--- config.mk ---
export PLATFORM = sky130hd
export DESIGN_NAME = min_hamming_window_search
export DESIGN_NICKNAME = d
export VERILOG_FILES = /design/src/design/mhws_pkg.sv /design/src/design/min_hamming_window_search.sv /design/src/design/mhws_cell.sv
export SDC_FILE = /design/constraint.sdc
export NUM_CORES = 2
export LEC_CHECK = 0
export ABC_AREA = 1
export BUFFER_PORTS_ARGS = -buffer_cell sky130_fd_sc_hd__buf_2
export CORE_MARGIN = 2
export CORE_UTILIZATION = 34
export DETAILED_ROUTE_END_ITERATION = 8
export PLACE_DENSITY = 0.59
export SETUP_SLACK_MARGIN = 0.05
export SLEW_MARGIN = 20
export SYNTH_ARGS = -nofsm -noshare
export SYNTH_HDL_FRONTEND = slang
export SYNTH_SLANG_ARGS = --single-unit
export TNS_END_PERCENT = 50
--- constraint.sdc ---
create_clock -name clk -period 3.4 [get_ports clk]
set_input_delay 0.17 -clock clk [delete_from_list [all_inputs] [get_ports clk]]
set_output_delay 0.17 -clock clk [all_outputs]
set_load 0.01 [all_outputs]
--- src/design/mhws_pkg.sv ---
`default_nettype none

package mhws_pkg;

  localparam int MAX_PATTERN = 64;
  localparam int IDX_W       = $clog2(MAX_PATTERN);
  localparam int LEN_W       = IDX_W + 1;
  localparam int CNT_W       = 7;
  localparam int SYM_W       = 8;
  localparam int CFG_DW      = 32;
  localparam int CFG_AW      = 3;

  localparam logic OP_LOAD = 1'b0;
  localparam logic OP_TEXT = 1'b1;

  localparam logic REG_LENGTH    = 1'b0;
  localparam logic REG_THRESHOLD = 1'b1;

  localparam logic [CNT_W-1:0] LEN_RESET = CNT_W'(8);
  localparam logic [CNT_W-1:0] THR_RESET = '0;
  localparam logic [CNT_W-1:0] BEST_INIT = '1;

  typedef struct packed {
    logic load_en;
    logic text_en;
    logic clr;
    logic is_tail;
  } cell_ctl_t;

endpackage

`default_nettype wire

--- src/design/min_hamming_window_search.sv ---
// A result reaches out_* via the window distance stage, then the output or skid register.
// One item per cycle unless stalled; one cell per alignment, active cells update together.
// Input stalls only while two results wait on out_* and a last text symbol is ready to report.
// Reset (rst_n low, synchronous): clears counts, sequence state and output valid;
// the pattern store keeps its contents and is undefined until written.
`default_nettype none

module min_hamming_window_search (
  input  wire                               clk,
  input  wire                               rst_n,
  input  wire                               in_tvalid,
  output logic                              in_tready,
  input  wire  [15:0]                       in_tdata,   // pattern_index[5:0], symbol[13:6], zero
  input  wire                               in_tuser,   // operation
  input  wire                               in_tlast,   // last
  output logic                              out_tvalid,
  input  wire                               out_tready,
  output logic [7:0]                        out_tdata,  // min_distance[6:0], zero
  output logic [1:0]                        out_tuser,  // early_hit[0], no_window[1]
  input  wire                               cfg_psel,
  input  wire                               cfg_penable,
  input  wire                               cfg_pwrite,
  input  wire  [mhws_pkg::CFG_AW-1:0]       cfg_paddr,
  input  wire  [mhws_pkg::CFG_DW-1:0]       cfg_pwdata,
  output logic [mhws_pkg::CFG_DW-1:0]       cfg_prdata,
  output logic                              cfg_pready
);
  import mhws_pkg::*;

  logic [CNT_W-1:0] len_cfg_r;
  logic [CNT_W-1:0] thr_cfg_r;
  logic [LEN_W-1:0] len_eff;
  logic [IDX_W-1:0] tail_idx;

  logic [IDX_W-1:0] in_idx;
  logic [SYM_W-1:0] in_sym;
  logic             accept;
  logic             acc_text;
  logic             acc_load;
  logic             acc_last;

  logic [CNT_W-1:0] cnt_chain [MAX_PATTERN+1];
  logic [CNT_W-1:0] tail_vec  [MAX_PATTERN];
  logic [CNT_W-1:0] tail_dist;

  logic [LEN_W-1:0] ts_r;
  logic [LEN_W-1:0] ts_nxt;

  logic             s1_valid_r;
  logic             s1_last_r;
  logic             s1_win_r;
  logic [CNT_W-1:0] s1_dist_r;

  logic             stall;
  logic             fire;

  logic [CNT_W-1:0] best_r;
  logic [CNT_W-1:0] best_nxt;
  logic             found_r;
  logic             found_nxt;
  logic             done_r;
  logic             done_nxt;
  logic             take;

  logic             res_new;
  logic             out_free;
  logic [CNT_W-1:0] res_dist;
  logic             res_early;
  logic             res_nowin;

  logic             out_valid_r;
  logic [CNT_W-1:0] out_dist_r;
  logic             out_early_r;
  logic             out_nowin_r;

  logic             skid_valid_r;
  logic [CNT_W-1:0] skid_dist_r;
  logic             skid_early_r;
  logic             skid_nowin_r;

  // configuration
  assign cfg_pready = 1'b1;

  always_ff @(posedge clk) begin
    if (!rst_n) begin
      len_cfg_r <= LEN_RESET;
      thr_cfg_r <= THR_RESET;
    end else if (cfg_psel && cfg_penable && cfg_pwrite && cfg_pready) begin
      case (cfg_paddr[2])
        REG_LENGTH:    len_cfg_r <= cfg_pwdata[CNT_W-1:0];
        REG_THRESHOLD: thr_cfg_r <= cfg_pwdata[CNT_W-1:0];
        default:       len_cfg_r <= len_cfg_r;
      endcase
    end
  end

  always_comb begin
    case (cfg_paddr[2])
      REG_LENGTH:    cfg_prdata = CFG_DW'(len_cfg_r);
      REG_THRESHOLD: cfg_prdata = CFG_DW'(thr_cfg_r);
      default:       cfg_prdata = '0;
    endcase
  end

  // clamp window length to 1..MAX_PATTERN
  always_comb begin
    if (len_cfg_r == '0) begin
      len_eff = LEN_W'(1);
    end else if (CNT_W'(len_cfg_r) > CNT_W'(MAX_PATTERN)) begin
      len_eff = LEN_W'(MAX_PATTERN);
    end else begin
      len_eff = LEN_W'(len_cfg_r);
    end
  end
  assign tail_idx = IDX_W'(len_eff - LEN_W'(1));

  // input decode
  assign in_idx   = in_tdata[IDX_W-1:0];
  assign in_sym   = in_tdata[IDX_W +: SYM_W];
  assign stall    = s1_valid_r && s1_last_r && skid_valid_r;
  assign in_tready = !stall;
  assign accept   = in_tvalid && in_tready;
  assign acc_text = accept && (in_tuser == OP_TEXT);
  assign acc_load = accept && (in_tuser == OP_LOAD);
  assign acc_last = acc_text && in_tlast;

  // cell row
  assign cnt_chain[0] = '0;

  for (genvar k = 0; k < MAX_PATTERN; k++) begin : g_cell
    cell_ctl_t ctl;
    assign ctl.load_en = acc_load && (in_idx == IDX_W'(k));
    assign ctl.text_en = acc_text && (LEN_W'(k) < len_eff);
    assign ctl.clr     = acc_last;
    assign ctl.is_tail = (tail_idx == IDX_W'(k));

    mhws_cell u_cell (
      .clk      (clk),
      .rst_n    (rst_n),
      .ctl      (ctl),
      .sym      (in_sym),
      .cnt_in   (cnt_chain[k]),
      .cnt_out  (cnt_chain[k+1]),
      .tail_cnt (tail_vec[k])
    );
  end

  always_comb begin
    tail_dist = '0;
    for (int k = 0; k < MAX_PATTERN; k++) begin
      tail_dist = tail_dist | tail_vec[k];
    end
  end

  // text count, saturating at window length
  assign ts_nxt = (ts_r < len_eff) ? ts_r + LEN_W'(1) : len_eff;

  always_ff @(posedge clk) begin
    if (!rst_n) begin
      ts_r <= '0;
    end else if (acc_last) begin
      ts_r <= '0;
    end else if (acc_text) begin
      ts_r <= ts_nxt;
    end
  end

  // window distance stage
  always_ff @(posedge clk) begin
    if (!rst_n) begin
      s1_valid_r <= 1'b0;
    end else if (in_tready) begin
      s1_valid_r <= acc_text;
    end
  end

  always_ff @(posedge clk) begin
    if (acc_text) begin
      s1_last_r <= in_tlast;
      s1_win_r  <= (ts_nxt == len_eff);
      s1_dist_r <= tail_dist;
    end
  end

  // running minimum
  assign fire = s1_valid_r && !stall;
  assign take = s1_win_r && !done_r && (!found_r || (s1_dist_r < best_r));

  always_comb begin
    best_nxt  = best_r;
    found_nxt = found_r;
    done_nxt  = done_r;
    if (take) begin
      best_nxt  = s1_dist_r;
      found_nxt = 1'b1;
      if (thr_cfg_r > s1_dist_r) begin
        done_nxt = 1'b1;
      end
    end
  end

  always_ff @(posedge clk) begin
    if (!rst_n) begin
      best_r  <= BEST_INIT;
      found_r <= 1'b0;
      done_r  <= 1'b0;
    end else if (fire) begin
      if (s1_last_r) begin
        best_r  <= BEST_INIT;
        found_r <= 1'b0;
        done_r  <= 1'b0;
      end else begin
        best_r  <= best_nxt;
        found_r <= found_nxt;
        done_r  <= done_nxt;
      end
    end
  end

  // result and skid registers
  assign res_new   = fire && s1_last_r;
  assign out_free  = !out_valid_r || out_tready;
  assign res_dist  = found_nxt ? best_nxt : '0;
  assign res_early = done_nxt;
  assign res_nowin = !found_nxt;

  always_ff @(posedge clk) begin
    if (!rst_n) begin
      out_valid_r  <= 1'b0;
      skid_valid_r <= 1'b0;
    end else begin
      if (out_free) begin
        out_valid_r <= skid_valid_r || res_new;
      end
      if (skid_valid_r) begin
        if (out_free) begin
          skid_valid_r <= 1'b0;
        end
      end else if (res_new && !out_free) begin
        skid_valid_r <= 1'b1;
      end
    end
  end

  always_ff @(posedge clk) begin
    if (out_free) begin
      if (skid_valid_r) begin
        out_dist_r  <= skid_dist_r;
        out_early_r <= skid_early_r;
        out_nowin_r <= skid_nowin_r;
      end else if (res_new) begin
        out_dist_r  <= res_dist;
        out_early_r <= res_early;
        out_nowin_r <= res_nowin;
      end
    end
    if (res_new && !out_free) begin
      skid_dist_r  <= res_dist;
      skid_early_r <= res_early;
      skid_nowin_r <= res_nowin;
    end
  end

  assign out_tvalid = out_valid_r;
  assign out_tdata  = 8'(out_dist_r);
  assign out_tuser  = {out_nowin_r, out_early_r};

endmodule

`default_nettype wire

--- src/design/mhws_cell.sv ---
`default_nettype none

module mhws_cell (
  input  wire                             clk,
  input  wire                             rst_n,
  input  mhws_pkg::cell_ctl_t             ctl,
  input  wire  [mhws_pkg::SYM_W-1:0]      sym,
  input  wire  [mhws_pkg::CNT_W-1:0]      cnt_in,
  output logic [mhws_pkg::CNT_W-1:0]      cnt_out,
  output logic [mhws_pkg::CNT_W-1:0]      tail_cnt
);
  import mhws_pkg::*;

  logic [SYM_W-1:0] pat_r;
  logic [CNT_W-1:0] cnt_r;
  logic [CNT_W-1:0] cnt_nxt;

  assign cnt_nxt  = cnt_in + CNT_W'(pat_r != sym);
  assign cnt_out  = cnt_r;
  assign tail_cnt = ctl.is_tail ? cnt_nxt : '0;

  always_ff @(posedge clk) begin
    if (ctl.load_en) begin
      pat_r <= sym;
    end
  end

  always_ff @(posedge clk) begin
    if (!rst_n) begin
      cnt_r <= '0;
    end else if (ctl.clr) begin
      cnt_r <= '0;
    end else if (ctl.text_en) begin
      cnt_r <= cnt_nxt;
    end
  end

endmodule

`default_nettype wire
# Word-level counts from Yosys, hierarchy flattened

Index checks and enable logic that the tools add are counted.

Register bits: 1007
Bits in latches: 0
RAM bits: 0
Bits in read-only memories: 0
Input port bits: 60
Output and inout bits: 45
Logic and storage cells: 776
Memories: 0

$add $sub $neg: 65
Multiply operators: 0
Divide/modulo/power cells: 0
Magnitude comparators: 67
Equal/unequal tests: 191
Shifts and indexed selects: 0
Mux-type cells: 85
Bitwise logic cells: 66
Reductions and logical operators: 157

Operators with widths:

| kind                                                                        | number |
|---|---|
| 8-bit != test                                                               | 64 |
| 7-bit 2-to-1 mux                                                            | 71 |
| 7-bit bitwise OR                                                            | 63 |
| 7-bit by 1-bit adder with 7-bit output                                      | 62 |
| 6-bit == test, second input constant                                        | 64 |
| 6-bit by 7-bit less-than comparator with 1-bit output, first input constant | 31 |
| 6-bit by 5-bit == test with 1-bit output, second input constant             | 32 |
| 1-bit logical AND                                                           | 140 |
| 5-bit by 7-bit less-than comparator with 1-bit output, first input constant | 16 |
| 6-bit by 4-bit == test with 1-bit output, second input constant             | 16 |
| 32-bit one-hot mux with 2 select lines                                      | 1 |
| 4-bit by 7-bit less-than comparator with 1-bit output, first input constant | 8 |
| 6-bit by 3-bit == test with 1-bit output, second input constant             | 8 |
| 3-bit by 7-bit less-than comparator with 1-bit output, first input constant | 4 |
| 6-bit by 2-bit == test with 1-bit output, second input constant             | 4 |
| 1-bit by 7-bit less-than comparator with 1-bit output, first input constant | 2 |
| 2-bit by 7-bit less-than comparator with 1-bit output, first input constant | 2 |
| 7-bit less-than comparator                                                  | 2 |
| 1-bit 2-to-1 mux                                                            | 13 |
| 6-bit by 1-bit == test with 1-bit output, second input constant             | 2 |
| 6-bit zero test                                                             | 2 |
| 7-bit by 1-bit adder with 7-bit output, second input constant               | 1 |
| 7-bit == test                                                               | 1 |
| 7-bit greater-than comparator                                               | 1 |
| other kinds (10)                                                            | 21 |

# Depth between registers and ports, before layout

Depth in word-level cells: 69
Mapped depth: 19
Depth with buffers taken out: 17

# Hierarchy

A second synthesis with hierarchy kept.

Cell total of the unflattened synthesis: 7233
Area, all modules: 57136.0 um2

Modules (own cells, without submodules):

| module                    | times used | cells each | area an instance (um2) | sequential area each (um2) |
|---|---|---|---|---|
| mhws_cell                 | 64         | 98         | 800.8                  | 380.4 |
| min_hamming_window_search | 1          | 961        | 5886.9                 | 1471.4 |

# Worst setup path after synthesis

No wires, ideal clock.

Path kind: input to register
From: input in_tdata[12]
To: register s1_dist_r[6] (data pin)
Library setup time: 0.254 ns
Data arrival time: 2.976 ns
Data required time: 3.146 ns
Setup slack: 0.170 ns
Cell stages on the path: 17
Path through: clkbuf_1 -> clkbuf_1 -> xnor2_1 -> nand2_1 -> or4_1 -> ha_1 -> ha_1 -> nand3_1 -> nand3b_1 -> xor2_1 -> nor3_1 -> nor2_1 -> nand2_1 -> nor2_1 -> nand3_1 -> nor2_1 -> nand2_1

Cells in the longest elaborated chain, start to end: 65
Elaborated cells on any way between the ends: 248
Those cells by class: add/sub: 62; eq/ne: 62; mux: 62; bitwise: 62

RTL lines:

| item                                   | line                             | RTL |
|---|---|---|
| from (decl)                            | min_hamming_window_search.sv:13  | `input wire [15:0] in_tdata,` |
| 8-bit != test                          | mhws_cell.sv:18                  | `assign cnt_nxt = cnt_in + CNT_W'(pat_r != sym);` |
| 7-bit by 1-bit adder with 7-bit output | mhws_cell.sv:18                  |  |
| 7-bit 2-to-1 mux                       | mhws_cell.sv:20                  | `assign tail_cnt = ctl.is_tail ? cnt_nxt : '0;` |
| 7-bit bitwise OR (61 in a row)         | min_hamming_window_search.sv:151 | `tail_dist = tail_dist \| tail_vec[k];` |
| 7-bit bitwise OR *                     | min_hamming_window_search.sv:151 |  |
| via tail_dist[6]                       | min_hamming_window_search.sv:44  | `logic [CNT_W-1:0] tail_dist;` |
| to (signal assigned)                   | min_hamming_window_search.sv:181 | `s1_dist_r <= tail_dist;` |
| to (decl)                              | min_hamming_window_search.sv:52  | `logic [CNT_W-1:0] s1_dist_r;` |

The timed path passes the listed nets; every way through them passes the cells marked *.
A chain may end at the register's enable or synchronous reset.

# Worst setup path after layout

From: input in_tdata[8]
To: register s1_dist_r[6] (data pin)

Same word-level chain as after synthesis.

==> results.md <==
* CP max FO at 26
* Startpoint types: input port
* Peak VDD IR at ~0.00041 V
* Hold path startpoint: in_tdata[13]
* Minimum clock period at 3280 ps
* FF-to-FF End: s1_dist_r[6]
* CTS tree: yes
* Max_cap viols at 0
* Reg2Reg Depth at 15
* Clock Sinks at about 1000
* Number of synthesized register bits at 992
* Via count at about 38000
* Final Hold Viols at 0
* Routed len/inst at 18.4 um
* Hold Path End: g_cell[40].u_cell.pat_r[7]
* Most used DFF post-synth: edfxtp_1
* IO Port Bufs at 48
* Biggest area consumer among synthesized cells: edfxtp_1
* Root Driver: clkbuf_16
* Sw Share at between 20% and 30%
* Post-route ant nets at 0
* Clock Skews at ~45 ps
* Sw Pwr at roughly 6.6 mW
* Layout cell share with drive strength beyond 1 at around an eighth
* WP data required at between 3000 and 4000 ps
* Power Total at approximately 28 mW
* Worst hold path depth at 3
* Fin util at about 41%
* Total Wirelength at approximately 140000 um
* Top routing layer used: met4
* Hold crit path type: in2reg
* GRT Total Usage at 18.9%
* Post-synth EDFFs at around 540
* Sequential area share after synthesis at 51.1%
* Count leader, synth: nand2_1
* Syn-to-layout area delta at 20.4%
* Final setup viols at 0
* P_leak at between 20 and 25 nW
* H-tree levels at 3
* First-pass GRT wire length at approximately 220000 um
* Setup crit end kind: flop
* Routed vias/inst at 4.94
* R2r startpoint: g_cell[62].u_cell.pat_r[0]
* Core footprint at between 100000 and 150000 um^2
* WL met2 at 63600 um
* Synth cell types at 51
* Async SR Flop Fraction at 0%
* Final nets at 5983
* Area of the mapped netlist at 49400 um^2
* Setup_tns at 0 ps
* Synth area leaders: edfxtp_1, dfxtp_1, xnor2_1
* Die Height at around 390 um
* Mean area per synthesized cell at slightly above 9 um^2
* Initial DRT Pass Iterations at 8
* Final Cell Area at around 60000 um^2
* RSZ-0062 raised after global routing: true
* Fmax at 305 MHz
* Pin count of the biggest net entering global routing at between 80 and 90
* DP Area at 54800 um^2
* Seq pwr share at 46.9%
* Gpl congestion at roughly 0.93
* Max clock buf depth at 3
* Crit share post-route at just under 100%
* Register-to-register setup slack at approximately 150 ps
* Die width at a little under 400 um
* Status: complete, no violations
* Grt ovf at 0
* Logic gate share of total power at 7.7%
* Pins Over Slew Limit at 0
* Post-Route M1 WL at roughly 66000 um
* Pwr dens at 464 nW/um^2
* Post-synth top cells: nand2_1, nor2_1, edfxtp_1, xnor2_1, dfxtp_1
* WP data arrival at ~3700 ps
* FP Rows at between 100 and 150
* Synth top area share at around a third
* Worst-path clk slew at around 60 ps
* Slew headroom at between 30% and 40%
* Initial DRC count at about 2900
* DIE AREA at between 100000 and 150000 um^2
* Crit Path Class: in2reg
* Worst Tran Pin Value at between 900 and 1000 ps
* Drc violations at 0
* Starting density of the core at between 30% and 40%
* I/O pin cnt at 105
* TritonCTS Buffers at 109
* Clock power frac at 45.4%
* Latest clock arrival within the worst-skew pair at roughly 750 ps
* Post-Synthesis Cells at around 5300
* Vias in the first global route at about 37000
* DR WL met3 at roughly 7400 um
* Cell-internal power at 21.0 mW
* Hpwl dp at just over 100000 um
* Yosys warning total at 0
* Initial antenna violation count at 3
* N_diodes at 0
[per-layer routing]
layer	vias to the layer above	global-route usage, %
li1	18802	-
met1	18299	26.3
met2	1024	29.8
met5	-	0
met4	0	7.25
met3	254	2.61
[critical path, cell delays in order]
cell and delay (ps):
dlygate4sd3_1 540, buf_6 180, buf_12 250, buf_12 180, xnor2_1 120, nand4_1 100, or4_1 610, ha_1 310
ha_1 210, nand3_1 130, nand3b_1 130, xnor2_1 90, nand2_1 80, nand2_1 130, nor2_1 140, nand3_2 140
nor2_1 140, nand2_1 60
[power by group through the flow]
stage / Sequential (mW) / Combinational (mW) / Clock [mW]
2_1_floorplan: 13.2 / 1.23 / 0
3_3_place_gp: 13.2 / 2.02 / 0
3_5_place_dp: 13.2 / 2.04 / 0
4_1_cts: 12.9 / 2.12 / 12.8
5_1_grt: 13.0 / 2.35 / 13.2
6_report: 12.9 / 2.14 / 12.5
[flip-flops by register name (all words and copies together) (netlist names), 7 cells and up]
| signal | count |
|---|---|
| out_dist_r | 7 |
| thr_cfg_r | 7 |
| g_cell.u_cell.cnt_out | 420 |
| g_cell.u_cell.pat_r | 512 |
| ts_r | 7 |
| best_r | 7 |
| skid_dist_r | 7 |
| len_cfg_r | 7 |
| s1_dist_r | 7 |
[through the flow]
stage          instances  hold slack [ps]  setup WS (ps)
4_1_cts             7768            0.782           1.79
2_1_floorplan       5335              269            170
3_3_place_gp        7509              404           -259
5_1_grt             7776             12.2          -27.9
6_report            7776             18.5            116
3_5_place_dp        7509              403           -244
[worst max path at each step]
stage / startpoint / to / depth (start not counted)
CTS: g_cell[54].u_cell.pat_r[6] / s1_dist_r[4] / 16
floorplan: in_tdata[12] / s1_dist_r[6] / 17
global route: g_cell[15].u_cell.pat_r[1] / s1_dist_r[6] / 16
global placement: in_tdata[9] / s1_dist_r[4] / 18
detailed placement: in_tdata[13] / s1_dist_r[4] / 17
finish: in_tdata[8] / s1_dist_r[6] / 18
[logic make-up (layout without fill, tap and decap cells)]
family | Yosys count | after routing | synth area share [%]
buffers and inverters | 518 | 1056 | 4.26
other | 2 | 27 | 0.0152
AND/OR/NAND/NOR | 2114 | 2114 | 18.9
AO/OA/AOI/OAI | 732 | 732 | 7.77
adder cells (fa/ha/maj) | 145 | 145 | 3.67
XOR/XNOR | 807 | 807 | 14.3
flip-flops | 992 | 992 | 51.1
[final cells by class]
cell class	instances	area (um^2)
clock buffer	142	3020
clock inverter	64	790
fill	14014	84500
inverter	334	1260
multi-input combinational	3825	22400
sequential	992	25300
tap	1903	2380
timing repair buffer	516	4380
[timing repair]
item / in CTS / in global routing
gates resized for setup: 2 / 61
pin swaps: 0 / 9
setup buffers: 0 / 8
endpoints found under the setup margin: 3 / 46
hold endpoints to repair: 257 / 2
hold buffers: 53 / 1
[cell usage in the layout, fill, tap and decap left out, types with 13 or more instances in the layout]
cell | Yosys | layout
a21oi_1 | 247 | 244
a21oi_2 | 15 | 18
buf_12 | 0 | 34
buf_2 | 24 | 40
buf_4 | 35 | 377
bufinv_16 | 0 | 14
clkbuf_1 | 106 | 18
clkbuf_16 | 0 | 111
clkbuf_8 | 0 | 13
clkinv_1 | 11 | 26
clkinv_2 | 0 | 17
conb_1 | 2 | 27
dfxtp_1 | 453 | 452
dlygate4sd3_1 | 0 | 52
edfxtp_1 | 539 | 539
ha_1 | 145 | 144
inv_1 | 296 | 295
inv_2 | 27 | 27
nand2_1 | 770 | 766
nand3_1 | 193 | 186
nand3b_1 | 60 | 60
nand4_1 | 165 | 165
nor2_1 | 759 | 748
nor2_2 | 21 | 30
nor3_1 | 48 | 48
o21ai_0 | 423 | 423
or4_1 | 61 | 42
or4_4 | 0 | 19
xnor2_1 | 465 | 463
xor2_1 | 342 | 337
(Power assumes the default switching activity.)
